`src/rtl/krv_pkg.sv`:
```
// Package: constants, types and CRC helper for the key record verifier.
`timescale 1ns / 1ps

package krv_pkg;

  localparam int KEY_BYTES = 32;
  localparam int CRC_SPAN  = 40;
  localparam int HDR_BYTES = 8;
  localparam int REC_LEN   = CRC_SPAN + 4;

  localparam int POS_W     = 6;
  localparam int KEY_AW    = (KEY_BYTES > 1) ? $clog2(KEY_BYTES) : 1;
  localparam int KEY_CNT_W = $clog2(KEY_BYTES + 1);

  localparam logic [31:0] CRC_POLY      = 32'hEDB8_8320;
  localparam logic [31:0] CRC_ONES      = 32'hFFFF_FFFF;
  localparam logic [31:0] MAGIC_RESET   = 32'h4B50_534B;
  localparam logic [31:0] VERSION_RESET = 32'h0000_0001;

  typedef enum logic [1:0] {
    CAUSE_NONE   = 2'd0,
    CAUSE_HEADER = 2'd1,
    CAUSE_CRC    = 2'd2
  } cause_e;

  typedef enum logic {
    REG_MAGIC   = 1'b0,
    REG_VERSION = 1'b1
  } reg_idx_e;

  typedef struct packed {
    logic full;
    logic has_pass;
  } jobq_stat_t;

  function automatic logic [31:0] crc_byte(input logic [31:0] c, input logic [7:0] b);
    logic [31:0] r;
    r = c ^ {24'd0, b};
    for (int k = 0; k < 8; k++) begin
      r = (r >> 1) ^ (CRC_POLY & {32{r[0]}});
    end
    return r;
  endfunction

endpackage

```
`src/rtl/key_record_verifier.sv`:
```
// Top level: key record verifier with APB registers, front, queue, back and key buffer.
//
// Channel   Direction  Handshake               Payload
// in        request    in_valid_i/in_stall_o   record_byte_i
// out       result     out_valid_o/out_stall_i key_byte_o, record_valid_o, fail_cause_o,
//                                              last_of_run_o
// cfg       APB write  psel/penable/pready     paddr, pwdata, prdata
//
// One record byte per unstalled cycle; the front's CRC update takes a byte at a time.
// A good record drains 32 key bytes, one per unstalled cycle, via the key RAM read port.
// Key bytes of the next record stall while a pass drain is queued or running.
// The final byte stalls while the two-entry verdict queue is full.
// Reset: asynchronous, active low; key buffer contents are not cleared.
`timescale 1ns / 1ps

module key_record_verifier import krv_pkg::*; (
  input  logic        clk_i,
  input  logic        rst_ni,
  input  logic        in_valid_i,
  output logic        in_stall_o,
  input  logic [7:0]  record_byte_i,
  output logic        out_valid_o,
  input  logic        out_stall_i,
  output logic [7:0]  key_byte_o,
  output logic        record_valid_o,
  output logic [1:0]  fail_cause_o,
  output logic        last_of_run_o,
  input  logic        psel,
  input  logic        penable,
  input  logic        pwrite,
  input  logic [2:0]  paddr,
  input  logic [31:0] pwdata,
  output logic [31:0] prdata,
  output logic        pready
);

  logic [31:0]       magic_q, version_q;
  logic              cfg_we;
  reg_idx_e          cfg_idx;
  jobq_stat_t        qstat;
  logic              push, pop, head_valid, back_active;
  cause_e            push_cause, head_cause;
  logic              key_we, key_re;
  logic [KEY_AW-1:0] key_waddr, key_raddr;
  logic [7:0]        key_wdata, key_rdata;

  assign pready  = 1'b1;
  assign cfg_idx = reg_idx_e'(paddr[2]);
  assign cfg_we  = psel && penable && pwrite && pready;

  always_comb begin
    unique case (cfg_idx)
      REG_MAGIC:   prdata = magic_q;
      REG_VERSION: prdata = version_q;
      default:     prdata = '0;
    endcase
  end

  always_ff @(posedge clk_i or negedge rst_ni) begin
    if (!rst_ni) begin
      magic_q   <= MAGIC_RESET;
      version_q <= VERSION_RESET;
    end else if (cfg_we) begin
      if (cfg_idx == REG_MAGIC) begin
        magic_q <= pwdata;
      end else begin
        version_q <= pwdata;
      end
    end
  end

  krv_front u_front (
    .clk_i              (clk_i),
    .rst_ni             (rst_ni),
    .in_valid_i         (in_valid_i),
    .in_stall_o         (in_stall_o),
    .record_byte_i      (record_byte_i),
    .expected_magic_i   (magic_q),
    .expected_version_i (version_q),
    .qstat_i            (qstat),
    .back_active_i      (back_active),
    .push_o             (push),
    .push_cause_o       (push_cause),
    .key_we_o           (key_we),
    .key_waddr_o        (key_waddr),
    .key_wdata_o        (key_wdata)
  );

  krv_job_queue u_queue (
    .clk_i        (clk_i),
    .rst_ni       (rst_ni),
    .push_i       (push),
    .push_cause_i (push_cause),
    .pop_i        (pop),
    .head_valid_o (head_valid),
    .head_cause_o (head_cause),
    .stat_o       (qstat)
  );

  krv_ram #(
    .WIDTH (8),
    .DEPTH (KEY_BYTES)
  ) u_key_ram (
    .clk_i   (clk_i),
    .we_i    (key_we),
    .waddr_i (key_waddr),
    .wdata_i (key_wdata),
    .re_i    (key_re),
    .raddr_i (key_raddr),
    .rdata_o (key_rdata)
  );

  krv_back u_back (
    .clk_i          (clk_i),
    .rst_ni         (rst_ni),
    .head_valid_i   (head_valid),
    .head_cause_i   (head_cause),
    .pop_o          (pop),
    .active_o       (back_active),
    .key_re_o       (key_re),
    .key_raddr_o    (key_raddr),
    .key_rdata_i    (key_rdata),
    .out_valid_o    (out_valid_o),
    .out_stall_i    (out_stall_i),
    .key_byte_o     (key_byte_o),
    .record_valid_o (record_valid_o),
    .fail_cause_o   (fail_cause_o),
    .last_of_run_o  (last_of_run_o)
  );

`ifndef SYNTHESIS
  a_no_key_overwrite: assert property (@(posedge clk_i) disable iff (!rst_ni)
    !(key_we && (back_active || key_re)))
    else $error("key buffer written during drain");

  a_no_push_full: assert property (@(posedge clk_i) disable iff (!rst_ni)
    push |-> !qstat.full)
    else $error("verdict queue overflow");

  a_fail_shape: assert property (@(posedge clk_i) disable iff (!rst_ni)
    (out_valid_o && !record_valid_o) |->
      (last_of_run_o && key_byte_o == 8'd0 && fail_cause_o != CAUSE_NONE))
    else $error("malformed failure result");

  a_pass_cause: assert property (@(posedge clk_i) disable iff (!rst_ni)
    (out_valid_o && record_valid_o) |-> (fail_cause_o == CAUSE_NONE))
    else $error("pass result carries a cause");
`endif

endmodule

```
`src/rtl/krv_ram.sv`:
```
// Generic single-write, single-read RAM with registered read data.
`timescale 1ns / 1ps

module krv_ram #(
  parameter int WIDTH = 8,
  parameter int DEPTH = 32,
  parameter int AW    = (DEPTH > 1) ? $clog2(DEPTH) : 1
) (
  input  logic             clk_i,
  input  logic             we_i,
  input  logic [AW-1:0]    waddr_i,
  input  logic [WIDTH-1:0] wdata_i,
  input  logic             re_i,
  input  logic [AW-1:0]    raddr_i,
  output logic [WIDTH-1:0] rdata_o
);

  logic [WIDTH-1:0] mem_q [DEPTH];
  logic [WIDTH-1:0] rdata_q;

  always_ff @(posedge clk_i) begin
    if (we_i) begin
      mem_q[waddr_i] <= wdata_i;
    end
    if (re_i) begin
      rdata_q <= mem_q[raddr_i];
    end
  end

  assign rdata_o = rdata_q;

endmodule

```
`src/rtl/krv_front.sv`:
```
// Front end: header compare, CRC, key buffer writes and job push.
`timescale 1ns / 1ps

module krv_front import krv_pkg::*; (
  input  logic              clk_i,
  input  logic              rst_ni,
  input  logic              in_valid_i,
  output logic              in_stall_o,
  input  logic [7:0]        record_byte_i,
  input  logic [31:0]       expected_magic_i,
  input  logic [31:0]       expected_version_i,
  input  jobq_stat_t        qstat_i,
  input  logic              back_active_i,
  output logic              push_o,
  output cause_e            push_cause_o,
  output logic              key_we_o,
  output logic [KEY_AW-1:0] key_waddr_o,
  output logic [7:0]        key_wdata_o
);

  localparam logic [POS_W-1:0] KEY_BASE = POS_W'(HDR_BYTES);
  localparam logic [POS_W-1:0] KEY_END  = POS_W'(HDR_BYTES + KEY_BYTES);
  localparam logic [POS_W-1:0] CRC_BASE = POS_W'(CRC_SPAN);
  localparam logic [POS_W-1:0] LAST_POS = POS_W'(REC_LEN - 1);

  logic [POS_W-1:0] pos_q, pos_d;
  logic [31:0]      crc_q, crc_d;
  logic [31:0]      crc_fin_q, crc_fin_d;
  logic             hdr_mis_q, hdr_mis_d;
  logic             accept, is_last, in_key, key_busy;
  logic [POS_W-1:0] key_off, crc_off;
  logic [7:0]       hdr_ref;

  assign is_last  = (pos_q == LAST_POS);
  assign in_key   = (pos_q >= KEY_BASE) && (pos_q < KEY_END);
  assign key_busy = qstat_i.has_pass || back_active_i;
  assign in_stall_o = (is_last && qstat_i.full) || (in_key && key_busy);
  assign accept   = in_valid_i && !in_stall_o;
  assign key_off  = pos_q - KEY_BASE;
  assign crc_off  = pos_q - CRC_BASE;
  assign hdr_ref  = (pos_q < POS_W'(4)) ? expected_magic_i[{pos_q[1:0], 3'b000} +: 8]
                                        : expected_version_i[{pos_q[1:0], 3'b000} +: 8];

  assign key_we_o    = accept && in_key;
  assign key_waddr_o = key_off[KEY_AW-1:0];
  assign key_wdata_o = record_byte_i;

  always_comb begin
    pos_d        = pos_q;
    crc_d        = crc_q;
    crc_fin_d    = crc_fin_q;
    hdr_mis_d    = hdr_mis_q;
    push_o       = 1'b0;
    push_cause_o = CAUSE_NONE;
    if (accept) begin
      if (pos_q < KEY_BASE && hdr_ref != record_byte_i) begin
        hdr_mis_d = 1'b1;
      end
      if (pos_q < CRC_BASE) begin
        crc_d = crc_byte(crc_q, record_byte_i);
      end else begin
        crc_fin_d = crc_fin_q | ({24'd0, record_byte_i} << {crc_off[1:0], 3'b000});
      end
      pos_d = pos_q + POS_W'(1);
      if (is_last) begin
        push_o = 1'b1;
        priority if (hdr_mis_d) begin
          push_cause_o = CAUSE_HEADER;
        end else if ((crc_d ^ CRC_ONES) != crc_fin_d) begin
          push_cause_o = CAUSE_CRC;
        end else begin
          push_cause_o = CAUSE_NONE;
        end
        pos_d     = '0;
        crc_d     = CRC_ONES;
        crc_fin_d = '0;
        hdr_mis_d = 1'b0;
      end
    end
  end

  always_ff @(posedge clk_i or negedge rst_ni) begin
    if (!rst_ni) begin
      pos_q     <= '0;
      crc_q     <= CRC_ONES;
      crc_fin_q <= '0;
      hdr_mis_q <= 1'b0;
    end else begin
      pos_q     <= pos_d;
      crc_q     <= crc_d;
      crc_fin_q <= crc_fin_d;
      hdr_mis_q <= hdr_mis_d;
    end
  end

endmodule

```
`src/rtl/krv_job_queue.sv`:
```
// Two-entry queue of record verdicts between front and back.
`timescale 1ns / 1ps

module krv_job_queue import krv_pkg::*; (
  input  logic       clk_i,
  input  logic       rst_ni,
  input  logic       push_i,
  input  cause_e     push_cause_i,
  input  logic       pop_i,
  output logic       head_valid_o,
  output cause_e     head_cause_o,
  output jobq_stat_t stat_o
);

  cause_e     ent_q [2];
  logic [1:0] vld_q, vld_d;
  logic       wr_q, rd_q;

  assign head_valid_o    = vld_q[rd_q];
  assign head_cause_o    = ent_q[rd_q];
  assign stat_o.full     = &vld_q;
  assign stat_o.has_pass = (vld_q[0] && ent_q[0] == CAUSE_NONE)
                        || (vld_q[1] && ent_q[1] == CAUSE_NONE);

  always_comb begin
    vld_d = vld_q;
    if (pop_i) begin
      vld_d[rd_q] = 1'b0;
    end
    if (push_i) begin
      vld_d[wr_q] = 1'b1;
    end
  end

  always_ff @(posedge clk_i) begin
    if (push_i) begin
      ent_q[wr_q] <= push_cause_i;
    end
  end

  always_ff @(posedge clk_i or negedge rst_ni) begin
    if (!rst_ni) begin
      vld_q <= '0;
      wr_q  <= 1'b0;
      rd_q  <= 1'b0;
    end else begin
      vld_q <= vld_d;
      if (push_i) begin
        wr_q <= !wr_q;
      end
      if (pop_i) begin
        rd_q <= !rd_q;
      end
    end
  end

endmodule

```
`src/rtl/krv_back.sv`:
```
// Back end: drains the key buffer or emits a failure result.
`timescale 1ns / 1ps

module krv_back import krv_pkg::*; (
  input  logic              clk_i,
  input  logic              rst_ni,
  input  logic              head_valid_i,
  input  cause_e            head_cause_i,
  output logic              pop_o,
  output logic              active_o,
  output logic              key_re_o,
  output logic [KEY_AW-1:0] key_raddr_o,
  input  logic [7:0]        key_rdata_i,
  output logic              out_valid_o,
  input  logic              out_stall_i,
  output logic [7:0]        key_byte_o,
  output logic              record_valid_o,
  output logic [1:0]        fail_cause_o,
  output logic              last_of_run_o
);

  localparam logic [KEY_CNT_W-1:0] LAST_IDX = KEY_CNT_W'(KEY_BYTES - 1);

  logic                 job_q, job_d;
  logic [KEY_CNT_W-1:0] cnt_q, cnt_d;
  logic                 pend_q, pend_d;
  logic                 rlast_q, rlast_d;
  logic                 oval_q, oval_d;
  logic [7:0]           okey_q, okey_d;
  logic                 orv_q, orv_d;
  cause_e               ocause_q, ocause_d;
  logic                 olast_q, olast_d;
  logic                 out_free, load, fail_load, issue;

  assign out_free  = !oval_q || !out_stall_i;
  assign load      = pend_q && out_free;
  assign pop_o     = !job_q && !pend_q && head_valid_i
                  && (head_cause_i == CAUSE_NONE || out_free);
  assign fail_load = pop_o && head_cause_i != CAUSE_NONE;
  assign issue     = job_q && (!pend_q || load);
  assign active_o  = job_q;
  assign key_re_o  = issue;
  assign key_raddr_o = cnt_q[KEY_AW-1:0];

  always_comb begin
    job_d   = job_q;
    cnt_d   = cnt_q;
    rlast_d = rlast_q;
    pend_d  = pend_q;
    if (pop_o && head_cause_i == CAUSE_NONE) begin
      job_d = 1'b1;
      cnt_d = '0;
    end
    if (load) begin
      pend_d = 1'b0;
    end
    if (issue) begin
      pend_d  = 1'b1;
      rlast_d = (cnt_q == LAST_IDX);
      cnt_d   = cnt_q + KEY_CNT_W'(1);
      if (cnt_q == LAST_IDX) begin
        job_d = 1'b0;
      end
    end
  end

  always_comb begin
    oval_d   = oval_q && out_stall_i;
    okey_d   = okey_q;
    orv_d    = orv_q;
    ocause_d = ocause_q;
    olast_d  = olast_q;
    priority if (load) begin
      oval_d   = 1'b1;
      okey_d   = key_rdata_i;
      orv_d    = 1'b1;
      ocause_d = CAUSE_NONE;
      olast_d  = rlast_q;
    end else if (fail_load) begin
      oval_d   = 1'b1;
      okey_d   = '0;
      orv_d    = 1'b0;
      ocause_d = head_cause_i;
      olast_d  = 1'b1;
    end else begin
      oval_d   = oval_q && out_stall_i;
    end
  end

  always_ff @(posedge clk_i or negedge rst_ni) begin
    if (!rst_ni) begin
      job_q   <= 1'b0;
      cnt_q   <= '0;
      pend_q  <= 1'b0;
      rlast_q <= 1'b0;
      oval_q  <= 1'b0;
    end else begin
      job_q   <= job_d;
      cnt_q   <= cnt_d;
      pend_q  <= pend_d;
      rlast_q <= rlast_d;
      oval_q  <= oval_d;
    end
  end

  always_ff @(posedge clk_i) begin
    okey_q   <= okey_d;
    orv_q    <= orv_d;
    ocause_q <= ocause_d;
    olast_q  <= olast_d;
  end

  assign out_valid_o    = oval_q;
  assign key_byte_o     = okey_q;
  assign record_valid_o = orv_q;
  assign fail_cause_o   = ocause_q;
  assign last_of_run_o  = olast_q;

endmodule

```
`config.mk`:
```
export PLATFORM = sky130hd
export DESIGN_NAME = key_record_verifier
export DESIGN_NICKNAME = d
export VERILOG_FILES = /design/src/rtl/krv_pkg.sv /design/src/rtl/key_record_verifier.sv /design/src/rtl/krv_ram.sv /design/src/rtl/krv_front.sv /design/src/rtl/krv_job_queue.sv /design/src/rtl/krv_back.sv
export SDC_FILE = /design/constraint.sdc
export NUM_CORES = 1
export LEC_CHECK = 0
export BUFFER_PORTS_ARGS = -buffer_cell sky130_fd_sc_hd__buf_4
export CORE_ASPECT_RATIO = 0.6
export CORE_MARGIN = 2
export CORE_UTILIZATION = 40
export DETAILED_ROUTE_END_ITERATION = 8
export PLACE_DENSITY = 0.57
export SLEW_MARGIN = 20
export SYNTH_ARGS = -nofsm -noshare
export SYNTH_HDL_FRONTEND = slang
export SYNTH_SLANG_ARGS = --single-unit
```
`constraint.sdc`:
```
create_clock -name clk_i -period 4.2 [get_ports clk_i]
set_input_delay 0.84 -clock clk_i [delete_from_list [all_inputs] [get_ports clk_i]]
set_output_delay 0.84 -clock clk_i [all_outputs]
set_load 0.1 [all_outputs]
```
==> key figures <==
Hold path
  • Hold Crit Class: in2async

Place
  • HPWL Detailed: 36830 um
  • Port Buffers: 93
  • Setup Slack @ Placement: 0.1059 ns
  • Area post-placement: 0.02162 mm^2
  • Placer congestion estimate: 0.9115

Clocking
  • Clk slew on worst S/H paths: 0.07 ns
  • Hold buffers post-CTS: 0
  • Htree depth: 2
  • CTS-repair resized insts: 0
  • CTS root buffer: clkbuf_16
  • Clk sink count: 429
  • Postcts setup bufs: 0
  • Number of CTS-inserted buffers: 42
  • Clk_lat worst skew: 0.57 ns
  • CTS tree: done
  • CTS Buffer Depth: 3

Floorplanning
  • Die Area: 0.05154 mm^2
  • Core area: 0.04919 mm^2
  • Site Rows: 63
  • Die width: 291.7 um
  • Chip Height: 176.7 um
  • Ports: 97
  • Initial Utilization: 0.4040

Power
  • Leakage: 0.008607 uW
  • Psw: 7833 uW
  • Max VDD drop: 0.0004880 V
  • Power density cells: 852.7 mW/mm^2
  • Clk network pwr share: 0.207
  • Reg power frac: 0.316
  • Sw frac: 0.3971
  • Gate power share: 0.477
  • Int Pwr: 11900 uW
  • Total power: 19730 uW

STA
  • PnR worst setup slack: 0.3731 ns
  • Fmax: 0.2613 GHz
  • Final Skew: 0.02856 ns
  • RSZ-0062 raised after global routing: no
  • Max transition margin: 0.2369
  • Worst-margin pin slew: 1.145 ns
  • Final Hold Viols: 0
  • Crit path time final: 3.827 ns
  • Sum of negative setup slack: 0 ns
  • Crit share post-route: 0.9112
  • Max Slew Vio Count: 0
  • Fin Hold WS: 0.2837 ns
  • Setup violations, final: 0

Routing
  • DRC Markers: 0
  • Drt pass-1 iters: 5
  • Via density per instance: 5.700
  • Drt wl/cell: 25.47 um
  • Final ANT Viol Nets: 0
  • WL final: 54350 um
  • Initial detailed-routing violation count: 1378
  • Vias: 12163

Layout
  • Final instance area: 0.02314 mm^2
  • Nets@finish: 1504
  • Filler Cell Count: 4266
  • Area growth from synthesis to final layout: 16.43%
  • Fraction of layout cells with a size suffix above 1: 0.3311
  • Storage cell area: 0.01217 mm^2
  • Most frequent cells in the layout: edfxtp_1 (277), buf_4 (162), nor2_1 (107), mux2_2 (101), dfrtp_1 (99)
  • Commonest non-fill, non-tap cell in the layout: edfxtp_1
  • Area of the multi-input gates: 0.007273 mm^2

Synthesis
  • Post-synthesis register bit count: 429
  • Synth warnings: 0
  • Syn nets: 1379
  • Synth Flop Type: edfxtp_1
  • Post-synth EDFFs: 277
  • Synthesized instance count: 1324
  • Syn avg cell area: 15.01 um^2
  • Synth Cell Area: 0.01987 mm^2
  • Post-synth ARST share: 0.3473
  • Yosys cell types: 78
  • Sequential fraction of the synthesis area: 0.6122

Worst setup path
  • Crit path capture type: primary output
  • Critical Path RT: 3.36 ns
  • Arrival time at the worst endpoint: 2.99 ns
  • Critical path startpoint: u_front.pos_q[3]
  • Max FO, Critical Path: 11
  • Reg2reg path depth: 11
  • Worst setup path class: reg2out
  • Critical path endpoint: in_stall_o
  • Worst flop-to-flop path endpoint: u_queue.ent_q[1][1]
  • Setup crit start kind: flop
  • Reg-to-reg startpoint: u_front.crc_q[7]
  • Worst reg2reg setup slack: 0.56 ns

Global routing
  • Initial antenna violation count: 7
  • Vias in the first global route: 11881
  • First-pass GRT wire length: 80520 um
  • Largest net degree at the start of global routing: 89
  • All-layer global routing usage: 0.2127
  • Total gr overflow: 0

Run
  • Max Cap Viol: 0

Status
  • Status: complete, no violations
state kept, by name, indices dropped and copies added (netlist names):
name / cells
magic_q: 32
u_back.active_o: 1
u_back.cnt_q: 6
u_back.fail_cause_o: 2
u_back.key_byte_o: 8
u_back.last_of_run_o: 1
u_back.out_valid_o: 1
u_back.pend_q: 1
u_back.record_valid_o: 1
u_back.rlast_q: 1
u_front.crc_fin_q: 32
u_front.crc_q: 32
u_front.hdr_mis_q: 1
u_front.pos_q: 6
u_key_ram.mem_q: 256
u_key_ram.rdata_o: 8
u_queue.ent_q: 4
u_queue.rd_q: 1
u_queue.vld_q: 2
u_queue.wr_q: 1
version_q: 32
layer usage:
| layer | up-vias | GRT usage | wire [um] |
|---|---|---|---|
| li1 | 5308 | - | - |
| met1 | 6321 | 0.3455 | 26550 |
| met2 | 477 | 0.2811 | 21750 |
| met3 | 53 | 0.05776 | 5263 |
| met4 | 4 | 0.03393 | 641 |
| met5 | - | 0.01782 | 140 |
power groups by stage:
stage | clock, uW | sequential (uW) | combinational [uW]
2_1_floorplan | 0 | 6210 | 6630
3_3_place_gp | 0 | 6270 | 9260
3_5_place_dp | 0 | 6280 | 9310
4_1_cts | 4160 | 6210 | 9360
5_1_grt | 4350 | 6320 | 10100
6_report | 4090 | 6230 | 9410
synthesized netlist by cell type (all sizes together) (19+ instances only):
cell type / number / share of area
o21ai: 37 / 0.0093
dfrtp: 102 / 0.13
xnor2: 69 / 0.032
xor2: 24 / 0.011
dfstp: 47 / 0.062
edfxtp: 277 / 0.42
a21oi: 86 / 0.022
mux2: 102 / 0.058
xnor3: 19 / 0.022
buf: 31 / 0.0090
nor2: 107 / 0.020
clkbuf: 55 / 0.010
mux4: 88 / 0.10
nand2: 61 / 0.012
kinds of logic (layout without fill, tap and decap cells):
kind of cell | after synthesis | in the layout | share of synthesized area
xor+xnor | 116 | 116 | 0.06958
mux | 200 | 200 | 0.1637
compound gates | 214 | 214 | 0.06914
buf+inv | 103 | 262 | 0.02260
other cells | 1 | 2 | 0.0001887
simple gates | 256 | 256 | 0.05944
fa+ha+maj | 5 | 5 | 0.003148
flops | 429 | 429 | 0.6122
stage by stage:
step / util / std cells
after CTS: 0.4702 / 2133
after global placement: 0.4396 / 2055
after global routing: 0.4703 / 2133
after floorplan: - / 1324
final: 0.4704 / 2134
after detailed placement: 0.4396 / 2055
worst min-delay path by stage:
stage | end | slack, ns
finish | u_front.crc_fin_q[29] | 0.28
global route | version_q[5] | 0.31
CTS | u_front.crc_fin_q[29] | 0.29
detailed placement | u_back.record_valid_o | 0.45
global placement | u_back.record_valid_o | 0.43
floorplan | u_back.rlast_q | 0.44
cell type report:
type | count | share of cell area
Sequential cell | 429 | 0.5261
Multi-Input combinational cell | 792 | 0.3144
Timing Repair Buffer | 167 | 0.05651
Clock buffer | 62 | 0.05305
Tap cell | 650 | 0.03515
Clock inverter | 16 | 0.01201
Inverter | 17 | 0.002758
Antenna cell | 1 | 0.0001082
critical path: stages, from the launching register on:
cell and delay [ns]:
dfrtp_1 0.59, or3b_2 0.61, or2_2 0.45, o32a_1 0.25, o22ai_1 0.18, buf_4 0.32
(Power assumes the default switching activity.)
